==> config.mk <==
export PLATFORM = sky130hd
export DESIGN_NAME = cmf_ctrl
export DESIGN_NICKNAME = d
export VERILOG_FILES = /design/src/hdl/cmf_pkg.sv /design/src/hdl/cmf_ctrl.sv
export VERILOG_INCLUDE_DIRS = /design/src /design/src/hdl
export SDC_FILE = /design/constraint.sdc
export NUM_CORES = 1
export LEC_CHECK = 0
export BUFFER_PORTS_ARGS = -buffer_cell sky130_fd_sc_hd__buf_4
export CAP_MARGIN = 10
export CORE_MARGIN = 10
export CORE_UTILIZATION = 45
export CTS_CLUSTER_DIAMETER = 40
export DETAILED_ROUTE_END_ITERATION = 10
export GPL_TIMING_DRIVEN = 0
export PLACE_DENSITY = 0.77
export SLEW_MARGIN = 10
export SYNTH_ARGS = -nofsm -noshare
export SYNTH_HDL_FRONTEND = slang
export SYNTH_SLANG_ARGS = --single-unit
==> constraint.sdc <==
create_clock -name clk -period 1.38 [get_ports clk]
set_input_delay 0.276 -clock clk [delete_from_list [all_inputs] [get_ports clk]]
set_output_delay 0.276 -clock clk [all_outputs]
set_load 0.05 [all_outputs]
==> src/hdl/chirp_matched_filter_defines.svh <==
// Assertion macros for the chirp matched filter RTL, used by cmf_ctrl.
// Depends on nothing; the using module must provide clk and rst_n.
`ifndef CHIRP_MATCHED_FILTER_DEFINES_SVH
`define CHIRP_MATCHED_FILTER_DEFINES_SVH

// Same-cycle implication, checked outside reset.
`define CMF_ASSERT_IMP(label, ante, cons, msg) \
  label: assert property (@(posedge clk) disable iff (!rst_n) (ante) |-> (cons)) \
    else $error(msg);

// Next-cycle implication, checked outside reset.
`define CMF_ASSERT_NEXT(label, ante, cons, msg) \
  label: assert property (@(posedge clk) disable iff (!rst_n) (ante) |=> (cons)) \
    else $error(msg);

`endif

==> src/hdl/cmf_pkg.sv <==
// Shared constants, types and the quarter-wave chirp coefficient table.
// Used by cmf_ctrl, cmf_datapath and chirp_matched_filter; no dependencies.
package cmf_pkg;

  localparam int MAX_TAPS         = 1024;
  localparam int SAMPLE_BITS      = 16;
  localparam int PHASE_TABLE_BITS = 10;
  localparam int COEF_BITS        = 16;

  localparam int ADDR_BITS  = $clog2(MAX_TAPS);
  localparam int CNT_BITS   = ADDR_BITS + 1;
  localparam int PHASE_BITS = 32;
  localparam int OUT_BITS   = 32;
  localparam int CFG_BITS   = 32;
  localparam int CFG_IDX_BITS = 2;
  localparam int TAPCNT_BITS  = 11;
  localparam int SHIFT_BITS   = 5;

  localparam int PROD_BITS = SAMPLE_BITS + COEF_BITS;
  localparam int ACC_BITS  = PROD_BITS + ADDR_BITS;
  localparam int MAG_BITS  = ACC_BITS - 1;
  localparam int SQ_BITS   = 2 * MAG_BITS + 1;
  localparam int ROOT_BITS = (SQ_BITS + 1) / 2;
  localparam int RAD_BITS  = 2 * ROOT_BITS;
  localparam int REM_BITS  = ROOT_BITS + 4;
  localparam int STEP_CNT_BITS = $clog2(ROOT_BITS + 1);
  localparam int DRAIN_CYCLES  = 3;

  localparam int QUARTER     = 1 << (PHASE_TABLE_BITS - 2);
  localparam int ROW_BITS    = PHASE_TABLE_BITS - 2;
  localparam longint unsigned HALF_PI_Q30 = 64'd1686629713;
  localparam longint unsigned ONE_Q30     = 64'd1073741824;
  localparam longint unsigned AMP         = (64'd1 << (COEF_BITS - 1)) - 64'd1;

  // Register indexes of the configuration port.
  localparam logic [CFG_IDX_BITS-1:0] REG_TAP_COUNT   = 2'd0;
  localparam logic [CFG_IDX_BITS-1:0] REG_FIRST_STEP  = 2'd1;
  localparam logic [CFG_IDX_BITS-1:0] REG_STEP_GROWTH = 2'd2;
  localparam logic [CFG_IDX_BITS-1:0] REG_OUT_SHIFT   = 2'd3;

  localparam int unsigned SIN_DIV [10] = '{6, 20, 42, 72, 110, 156, 210, 272, 342, 420};
  localparam int unsigned COS_DIV [10] = '{2, 12, 30, 56, 90, 132, 182, 240, 306, 380};

  typedef logic [COEF_BITS-1:0] quarter_tab_t [QUARTER];

  typedef struct packed {
    logic signed [COEF_BITS-1:0] cosv;
    logic signed [COEF_BITS-1:0] sinv;
  } coef_pair_t;

  // Commands from the controller to the datapath.
  typedef struct packed {
    logic accept;
    logic issue;
    logic sq_load_re;
    logic sq_load_im;
    logic sq_step;
    logic rt_load;
    logic rt_step;
    logic out_load;
  } cmf_cmd_t;

  // Status from the datapath to the controller.
  typedef struct packed {
    logic last_tap;
    logic out_free;
  } cmf_sts_t;

  function automatic logic [COEF_BITS-1:0] scale_coef(logic signed [63:0] v);
    logic signed [63:0] c;
    logic [63:0] t;
    c = v;
    if (c < 0) c = 64'sd0;
    if (c > $signed(ONE_Q30)) c = $signed(ONE_Q30);
    t = ($unsigned(c) * AMP + (64'd1 << 29)) >> 30;
    return t[COEF_BITS-1:0];
  endfunction

  // Taylor series in Q30 for every quarter-wave row, evaluated at elaboration.
  function automatic quarter_tab_t build_tab(bit want_sin);
    quarter_tab_t tab;
    logic [63:0] x, x2, ts, tc;
    logic signed [63:0] s, c;
    for (int r = 0; r < QUARTER; r++) begin
      x  = (64'(r) * HALF_PI_Q30 + 64'(QUARTER / 2)) >> ROW_BITS;
      x2 = (x * x) >> 30;
      ts = x;
      tc = ONE_Q30;
      s  = $signed(x);
      c  = $signed(ONE_Q30);
      for (int n = 1; n <= 10; n++) begin
        ts = ((ts * x2) >> 30) / 64'(SIN_DIV[n-1]);
        tc = ((tc * x2) >> 30) / 64'(COS_DIV[n-1]);
        if ((n % 2) == 1) begin
          s = s - $signed(ts);
          c = c - $signed(tc);
        end else begin
          s = s + $signed(ts);
          c = c + $signed(tc);
        end
      end
      tab[r] = want_sin ? scale_coef(s) : scale_coef(c);
    end
    return tab;
  endfunction

  localparam quarter_tab_t SIN_TAB = build_tab(1'b1);
  localparam quarter_tab_t COS_TAB = build_tab(1'b0);

  // Full-wave cosine and sine from the top phase bits by quadrant symmetry.
  function automatic coef_pair_t coef_lookup(logic [PHASE_TABLE_BITS-1:0] k);
    coef_pair_t p;
    logic signed [COEF_BITS-1:0] qs, qc;
    qs = $signed(SIN_TAB[k[ROW_BITS-1:0]]);
    qc = $signed(COS_TAB[k[ROW_BITS-1:0]]);
    case (k[PHASE_TABLE_BITS-1 -: 2])
      2'd0: begin
        p.cosv = qc;
        p.sinv = qs;
      end
      2'd1: begin
        p.cosv = -qs;
        p.sinv = qc;
      end
      2'd2: begin
        p.cosv = -qc;
        p.sinv = -qs;
      end
      default: begin
        p.cosv = qs;
        p.sinv = -qc;
      end
    endcase
    return p;
  endfunction

endpackage

==> src/hdl/cmf_ctrl.sv <==
// Sequencing state machine of the chirp matched filter.
// Depends on cmf_pkg and chirp_matched_filter_defines.svh.
`include "chirp_matched_filter_defines.svh"

module cmf_ctrl (
  input  logic              clk,
  input  logic              rst_n,
  input  logic              in_valid,
  output logic              in_stall,
  output cmf_pkg::cmf_cmd_t cmd,
  input  cmf_pkg::cmf_sts_t sts
);

  typedef enum logic [3:0] {
    ST_IDLE,
    ST_TAPS,
    ST_DRAIN,
    ST_SQ_LOAD_RE,
    ST_SQ_RE,
    ST_SQ_LOAD_IM,
    ST_SQ_IM,
    ST_RT_LOAD,
    ST_RT,
    ST_FINISH
  } state_t;

  state_t state_r, state_nxt;
  logic [cmf_pkg::STEP_CNT_BITS-1:0] cnt_r, cnt_nxt;
  logic in_stall_r;

  assign in_stall = in_stall_r;

  always_comb begin
    state_nxt = state_r;
    cnt_nxt   = cnt_r + 1'b1;
    cmd       = '0;
    case (state_r)
      ST_IDLE: begin
        cmd.accept = in_valid;
        if (in_valid) state_nxt = ST_TAPS;
      end
      ST_TAPS: begin
        cmd.issue = 1'b1;
        cnt_nxt   = '0;
        if (sts.last_tap) state_nxt = ST_DRAIN;
      end
      ST_DRAIN: begin
        if (cnt_r == cmf_pkg::STEP_CNT_BITS'(cmf_pkg::DRAIN_CYCLES - 1)) begin
          state_nxt = ST_SQ_LOAD_RE;
        end
      end
      ST_SQ_LOAD_RE: begin
        cmd.sq_load_re = 1'b1;
        cnt_nxt        = '0;
        state_nxt      = ST_SQ_RE;
      end
      ST_SQ_RE: begin
        cmd.sq_step = 1'b1;
        if (cnt_r == cmf_pkg::STEP_CNT_BITS'(cmf_pkg::MAG_BITS - 1)) state_nxt = ST_SQ_LOAD_IM;
      end
      ST_SQ_LOAD_IM: begin
        cmd.sq_load_im = 1'b1;
        cnt_nxt        = '0;
        state_nxt      = ST_SQ_IM;
      end
      ST_SQ_IM: begin
        cmd.sq_step = 1'b1;
        if (cnt_r == cmf_pkg::STEP_CNT_BITS'(cmf_pkg::MAG_BITS - 1)) state_nxt = ST_RT_LOAD;
      end
      ST_RT_LOAD: begin
        cmd.rt_load = 1'b1;
        cnt_nxt     = '0;
        state_nxt   = ST_RT;
      end
      ST_RT: begin
        cmd.rt_step = 1'b1;
        if (cnt_r == cmf_pkg::STEP_CNT_BITS'(cmf_pkg::ROOT_BITS - 1)) state_nxt = ST_FINISH;
      end
      ST_FINISH: begin
        if (sts.out_free) begin
          cmd.out_load = 1'b1;
          state_nxt    = ST_IDLE;
        end
      end
      default: begin
        state_nxt = ST_IDLE;
      end
    endcase
  end

  always_ff @(posedge clk) begin
    if (!rst_n) begin
      state_r    <= ST_IDLE;
      cnt_r      <= '0;
      in_stall_r <= 1'b0;
    end else begin
      state_r    <= state_nxt;
      cnt_r      <= cnt_nxt;
      in_stall_r <= (state_nxt != ST_IDLE);
    end
  end

  `CMF_ASSERT_NEXT(a_accept_starts, in_valid && !in_stall_r, state_r == ST_TAPS, "accepted request did not start the tap loop")
  `CMF_ASSERT_NEXT(a_last_tap_drains, state_r == ST_TAPS && sts.last_tap, state_r == ST_DRAIN, "tap loop did not end after the last tap")
  `CMF_ASSERT_IMP(a_out_load_free, cmd.out_load, sts.out_free, "result loaded over a waiting result")
  `CMF_ASSERT_IMP(a_stall_when_busy, state_r != ST_IDLE, in_stall_r, "input not stalled while busy")

endmodule

==> results of run 1 <==
==> layout make-up <==
class	instances	area, um^2	area share
tap	15	18.77	0.01752
multi-input combinational	57	495.5	0.4626
sequential	11	226.5	0.2114
buffer	3	37.54	0.03505
timing repair buffer	23	236.5	0.2208
inverter	6	30.03	0.02804
clock buffer	4	26.28	0.02453
==> registers in the layout, summed over array words and instances, names as in the netlist <==
signal    count
cnt_r         6
in_stall      1
state_r       4
==> worst max-delay path: cells and delay by family (launching register included) <==
| family | cells | cell delay [ns] |
|---|---|---|
| AND/OR/NAND/NOR | 2 | 0.40 |
| buffers and inverters | 2 | 0.28 |
| flip-flops | 1 | 0.33 |
==> per-stage QoR <==
stage               hold WS [ns]  utilization  cell area, um^2  TNS, ns  power (mW)
floorplan                 0.3935            -            696.9  -0.2058      0.4819
detailed placement        0.4930       0.6173            813.3  -0.1922      0.5309
global route              0.2447       0.8129             1071   -1.613      0.8402
global placement          0.4646       0.6173            813.3  -0.1053      0.5257
CTS                       0.2334       0.7588            999.7   -1.038      0.7841
finish                    0.2314       0.8129             1071   -1.221      0.8043
==> cell families after synthesis <==
group           synth area share
compound gates            0.1034
xor+xnor                 0.06960
fa+ha+maj                0.07953
buf+inv                  0.06958
flops                     0.3499
mux                      0.01591
simple gates              0.3122
==> power by group <==
group	total (mW)	switching [mW]	internal, mW	leakage (nW)
logic	0.222	0.130	0.0923	0.328
registers	0.351	0.0183	0.333	0.0915
clock network	0.231	0.118	0.113	0.0150
==> Yosys cell counts, drive strengths merged <==
| library cell | number |
|---|---|
| and3 | 1 |
| or2 | 1 |
| or3 | 1 |
| nand2b | 1 |
| o21ai | 2 |
| mux2i | 1 |
| nor3 | 3 |
| xor2 | 3 |
| ha | 4 |
| nor3b | 1 |
| or4 | 1 |
| a21oi | 2 |
| nand2 | 7 |
| a211oi | 1 |
| nand4bb | 1 |
| o41ai | 1 |
| o21bai | 1 |
| buf | 3 |
| xnor2 | 2 |
| nand3b | 1 |
| nand3 | 2 |
| dfxtp | 11 |
| a22o | 1 |
| nor2 | 16 |
| inv | 6 |
| nor4 | 2 |
| o21a | 1 |
==> repair_timing <==
item / CTS / global route
gates cloned: 1 / 1
hold endpoints to repair: 0 / 0
endpoints found under the setup margin: 9 / 9
buffers inserted: 7 / 1
pin swaps: 2 / 6
gates resized for setup: 30 / 6
==> layer usage <==
| layer | wire length, um | GRT usage | vias to the layer above |
|---|---|---|---|
| li1 | - | - | 311 |
| met1 | 678 | 0.1126 | 300 |
| met2 | 1004 | 0.2055 | 23 |
| met3 | 126 | 0.03761 | 6 |
| met4 | 43 | 0.06040 | 0 |
| met5 | 0 | 0 | - |
==> worst max path at each step <==
| stage | end | slack, ns |
|---|---|---|
| floorplan | cmd[5] | -0.07 |
| global placement | state_r[0] | -0.10 |
| detailed placement | state_r[0] | -0.14 |
| CTS | cmd[0] | -0.16 |
| global route | cmd[0] | -0.23 |
| finish | cmd[6] | -0.19 |
==> out/results.ini, run 1 <==
[status]
status=complete, but fails checks
failed_checks=negative setup slack

[layout]
n_antenna_cell=0
nFillCells=82
layout_common_cells=buf_4, nor2_1, dfxtp_1, buf_6
fin_nets=114
final_layout_size_suffix_gt1_frac=0.4904
areaGrowthSynthToFinish_pct=70.18
layoutNonFillerInstCount=119
mostFrequentLayoutCell=buf_4

[die]
row_count=13
fp.dieH_um=57.40
dieArea_mm2=0.003294
initial_core_util=0.4777
core_area_mm2=0.001318
pin_count=14
die_w_um=57.40

[drt]
drt-pass1-iter-count=4
detail-route-antenna-nets=0
drc_errors=0
routedWlPerCell_um=15.57
vias=640
dr.first_iter.drc_count=15
vias_per_cell=5.378
drt-total-wl_um=1853

[worst_setup_path]
cpMaxStageDelayCell=dfxtp_2
crit_path_max_incr_delay_ns=0.33
rrSetupSlack_ns=-0.12
crit_type=reg2out
startpoint_type=flip-flop
r2r-start=state_r[2]
worstSetupEndpointType=primary output
arrival_ns=1.30
required_ns=1.10
path_max_fanout=5
path_cells=buf_6, or2_4, nor2_4, buf_8
regToRegEndpoint=state_r[0]
critPathLaunch=state_r[3]
r2r_cells=5

[power_and_ir_drop]
p_leak_nw=0.4345
power_density_mw_per_mm2=751.0
peakVddDrop_uv=820.1

[clock_network]
cts_buffers=3
htree_levels=1
clk_pin_slew_ns=0.07
clock_sinks=11
hold_buffers=0
clock_latency_ns=0.29
cts_buffer_depth=2
cts_tree=built
clockRootBuffer=clkbuf_4

[timing]
rsz0062_at_grt=true
min_period_ns=1.573
setup-violations-final=9
fmax_ghz=0.6356
slew-limit-headroom=0.6849
hold_viol_final=0
fin_skew_ns=0.009781
fin_ws_ns=-0.1932
min_period_over_period=1.140
worst_slew_pin_slew_ns=0.4695
slew_viol_final=0

[grt]
grt_pass1_wl_um=3001
grt_pass1_vias=652
antenna_found_initial=0
grt_max_degree=10
track_usage=0.1144
gr-total-overflow=0

[run]
maxCapViolations=0

[synthesis]
syn_inst=77
yosysSeqAreaShare=0.3499
syn-num-nets=86
yosysTopAreaCellShare=0.3499
synth_top_cell_by_area=dfxtp_1
ys_ff_latch=11
yosys_warnings=0
avgSynthCellArea_um2=8.173
syn-cell-area_um2=629.4
yosysUniqueCellTypes=30
synth_area_leaders=dfxtp_1, nor2_1, ha_1

[place]
pre_cts_ws_ns=-0.1358
portBuffers=13
dp_hpwl_um=1158
place.gp.congestion=0.7608
dpl.cell_count=105

[hold_path]
hold_end=state_r[3]
hold_start=rst_n
hold_path_depth=2
min_path_type=in2reg

(Power assumes the default switching activity.)
==> run 2, diff against run 1 <==
Settings changed: PLACE_DENSITY 0.77 to 0.78.
==> run 2 against run 1 <==
Against the previous run: the flow still finishes with violations (negative setup slack); via count is 6.3% lower; critical path depth stayed put; sequential share of layout area is 1.4 points higher; flip-flop and latch count stayed put; core utilization is 6.3 points lower; first-iteration DRC count is 27% lower; cell count is 2.5% lower; cell area is 7.7% lower; critical endpoint is now cmd[0]; non-clock buffer count is 3 lower; power is 4.2% lower.
==> out/results.ini, run 2 (same netlist as run 1, synthesis figures left out) <==
[status]
status=complete, but fails checks  ; unchanged
failed_checks=negative setup slack  ; unchanged

[die]
pin_count=14  ; unchanged
row_count=13  ; unchanged
dieArea_mm2=0.003294  ; unchanged
die_w_um=57.40  ; unchanged
initial_core_util=0.4777  ; unchanged
fp.dieH_um=57.40  ; unchanged
core_area_mm2=0.001318  ; unchanged

[timing]
hold_viol_final=0  ; unchanged
min_period_ns=1.539  ; was 1.573 ns
setup-violations-final=9  ; unchanged
holdWs_ns=0.2369  ; was 0.2314 ns
slew_viol_final=0  ; unchanged
slew-limit-headroom=0.7169  ; was 0.6849
rsz0062_at_grt=true  ; unchanged
fmax_ghz=0.6497  ; was 0.6356 GHz
fin_ws_ns=-0.1591  ; was -0.1932 ns
min_period_over_period=1.115  ; was 1.140
worst_slew_pin_slew_ns=0.4218  ; was 0.4695 ns
fin_skew_ns=0.005291  ; was 0.009781 ns

[grt]
track_usage=0.1053  ; was 0.1144
grt_max_degree=10  ; unchanged
gr-total-overflow=0  ; unchanged
grt_pass1_vias=618  ; was 652
grt_pass1_wl_um=2835  ; was 3001 um
antenna_found_initial=0  ; unchanged

[layout]
final_cell_area_um2=988.4  ; was 0.001071 mm^2
fin_nets=111  ; was 114
mostFrequentLayoutCell=buf_4  ; unchanged
final_layout_size_suffix_gt1_frac=0.4752  ; was 0.4904
layout_common_cells=buf_4, buf_6, nor2_1, dfxtp_1  ; was buf_4, nor2_1, dfxtp_1, buf_6
largest_reg_flops=6  ; unchanged
largest_register=cnt_r  ; unchanged
nFillCells=103  ; was 82
n_antenna_cell=0  ; unchanged
areaGrowthSynthToFinish_pct=57.06  ; was 70.18%

[clock_network]
clock_sinks=11  ; unchanged
clockRootBuffer=clkbuf_4  ; unchanged
hold_buffers=0  ; unchanged
cts_tree=built  ; unchanged
htree_levels=1  ; unchanged
cts_buffer_depth=2  ; unchanged
cts_buffers=3  ; unchanged
clock_latency_ns=0.28  ; was 0.29 ns
clk_pin_slew_ns=0.07  ; about the same

[place]
portBuffers=13  ; unchanged
dp_hpwl_um=1119  ; was 1158 um
placed_area_um2=813.3  ; unchanged
place.gp.congestion=0.7909  ; was 0.7608

[worst_setup_path]
rrSetupSlack_ns=-0.10  ; was -0.12 ns
r2r_cells=5  ; unchanged
crit_path_max_incr_delay_ns=0.33  ; about the same
regToRegEndpoint=state_r[0]  ; unchanged
crit_path_frequent_cell=buf_6
arrival_ns=1.26  ; was 1.30 ns
cpMaxStageDelayCell=dfxtp_2  ; unchanged
worstSetupEndpointType=primary output  ; unchanged
startpoint_type=flip-flop  ; unchanged
path_cells=buf_6, inv_8, nor4_4, buf_6  ; was buf_6, or2_4, nor2_4, buf_8
path_max_fanout=7  ; was 5
required_ns=1.10  ; about the same
crit_type=reg2out  ; unchanged
r2r-start=state_r[3]  ; was state_r[2]

[drt]
vias=600  ; was 640
drt-pass1-iter-count=4  ; unchanged
routedWlPerCell_um=14.53  ; was 15.57 um
drc_errors=0  ; unchanged
vias_per_cell=5.172  ; was 5.378
detail-route-antenna-nets=0  ; unchanged
drt-total-wl_um=1686  ; was 1853 um
dr.first_iter.drc_count=11  ; was 15

[power_and_ir_drop]
peakVddDrop_uv=793.5  ; was 820.1 uV
power_density_mw_per_mm2=779.8  ; was 751.0 mW/mm^2
power.total_uw=770.8  ; was 804.3 uW
p_leak_nw=0.3943  ; was 0.4345 nW

[hold_path]
hold_path_depth=2  ; unchanged
hold_end=state_r[3]  ; unchanged
min_path_type=in2reg  ; unchanged
hold_start=rst_n  ; unchanged

[run]
maxCapViolations=0  ; unchanged

[run 2: final cells by class]
| class | instances | area (um^2) | share of cell area |
|---|---|---|---|
| clock buffers | 4 | 26.28 | 0.02658 |
| repair buffers | 20 | 187.7 | 0.1899 |
| inverters | 6 | 30.03 | 0.03038 |
| plain buffers | 3 | 33.78 | 0.03418 |
| well taps | 15 | 18.77 | 0.01899 |
| multi-input cells | 57 | 469.2 | 0.4747 |
| flip-flops and latches | 11 | 222.7 | 0.2253 |
[run 2: routing by layer]
metal  track usage  wire [um]  share of wire
met1       0.09826        612           0.36
met2        0.1902        934           0.55
met3       0.04204        103          0.061
met4       0.05705         35          0.021
met5             0          0              0
[run 2: worst max-delay path by stage]
stage          startpoint         end  slack (ns)
6_report       state_r[3]      cmd[0]       -0.16
5_1_grt        state_r[3]      cmd[0]       -0.22
4_1_cts        state_r[2]      cmd[5]       -0.16
3_5_place_dp   state_r[0]  state_r[0]       -0.08
3_3_place_gp   state_r[0]  state_r[0]       -0.06
2_1_floorplan  state_r[2]      cmd[5]       -0.07
[run 2: critical path, delay by kind of cell, from the launching register on]
family / cells / cell delay [ns]
flip-flops: 1 / 0.33
AND/OR/NAND/NOR: 1 / 0.27
buffers and inverters: 3 / 0.38
[run 2: repair_timing]
item                                    in CTS  in global routing
hold endpoints to repair                     0                  0
pin swaps                                    2                  4
resized for setup                           23                  5
endpoints found under the setup margin       9                  9
setup buffers                                6                  1
[run 2: metrics by stage]
stage	instances	utilization	setup WS, ns	setup TNS, ns
global route	116	0.7502	-0.2241	-1.587
CTS	115	0.7284	-0.1563	-1.021
floorplan	77	-	-0.06781	-0.2058
finish	116	0.7502	-0.1591	-1.094
global placement	105	0.6173	-0.06050	-0.06050
detailed placement	105	0.6173	-0.08392	-0.1045
[run 2: power by group]
group | switching [mW] | leakage, nW | internal (mW)
Clock | 0.109 | 0.0150 | 0.112
Sequential | 0.0162 | 0.0907 | 0.334
Combinational | 0.120 | 0.289 | 0.0799
Total | 0.245 | 0.394 | 0.526
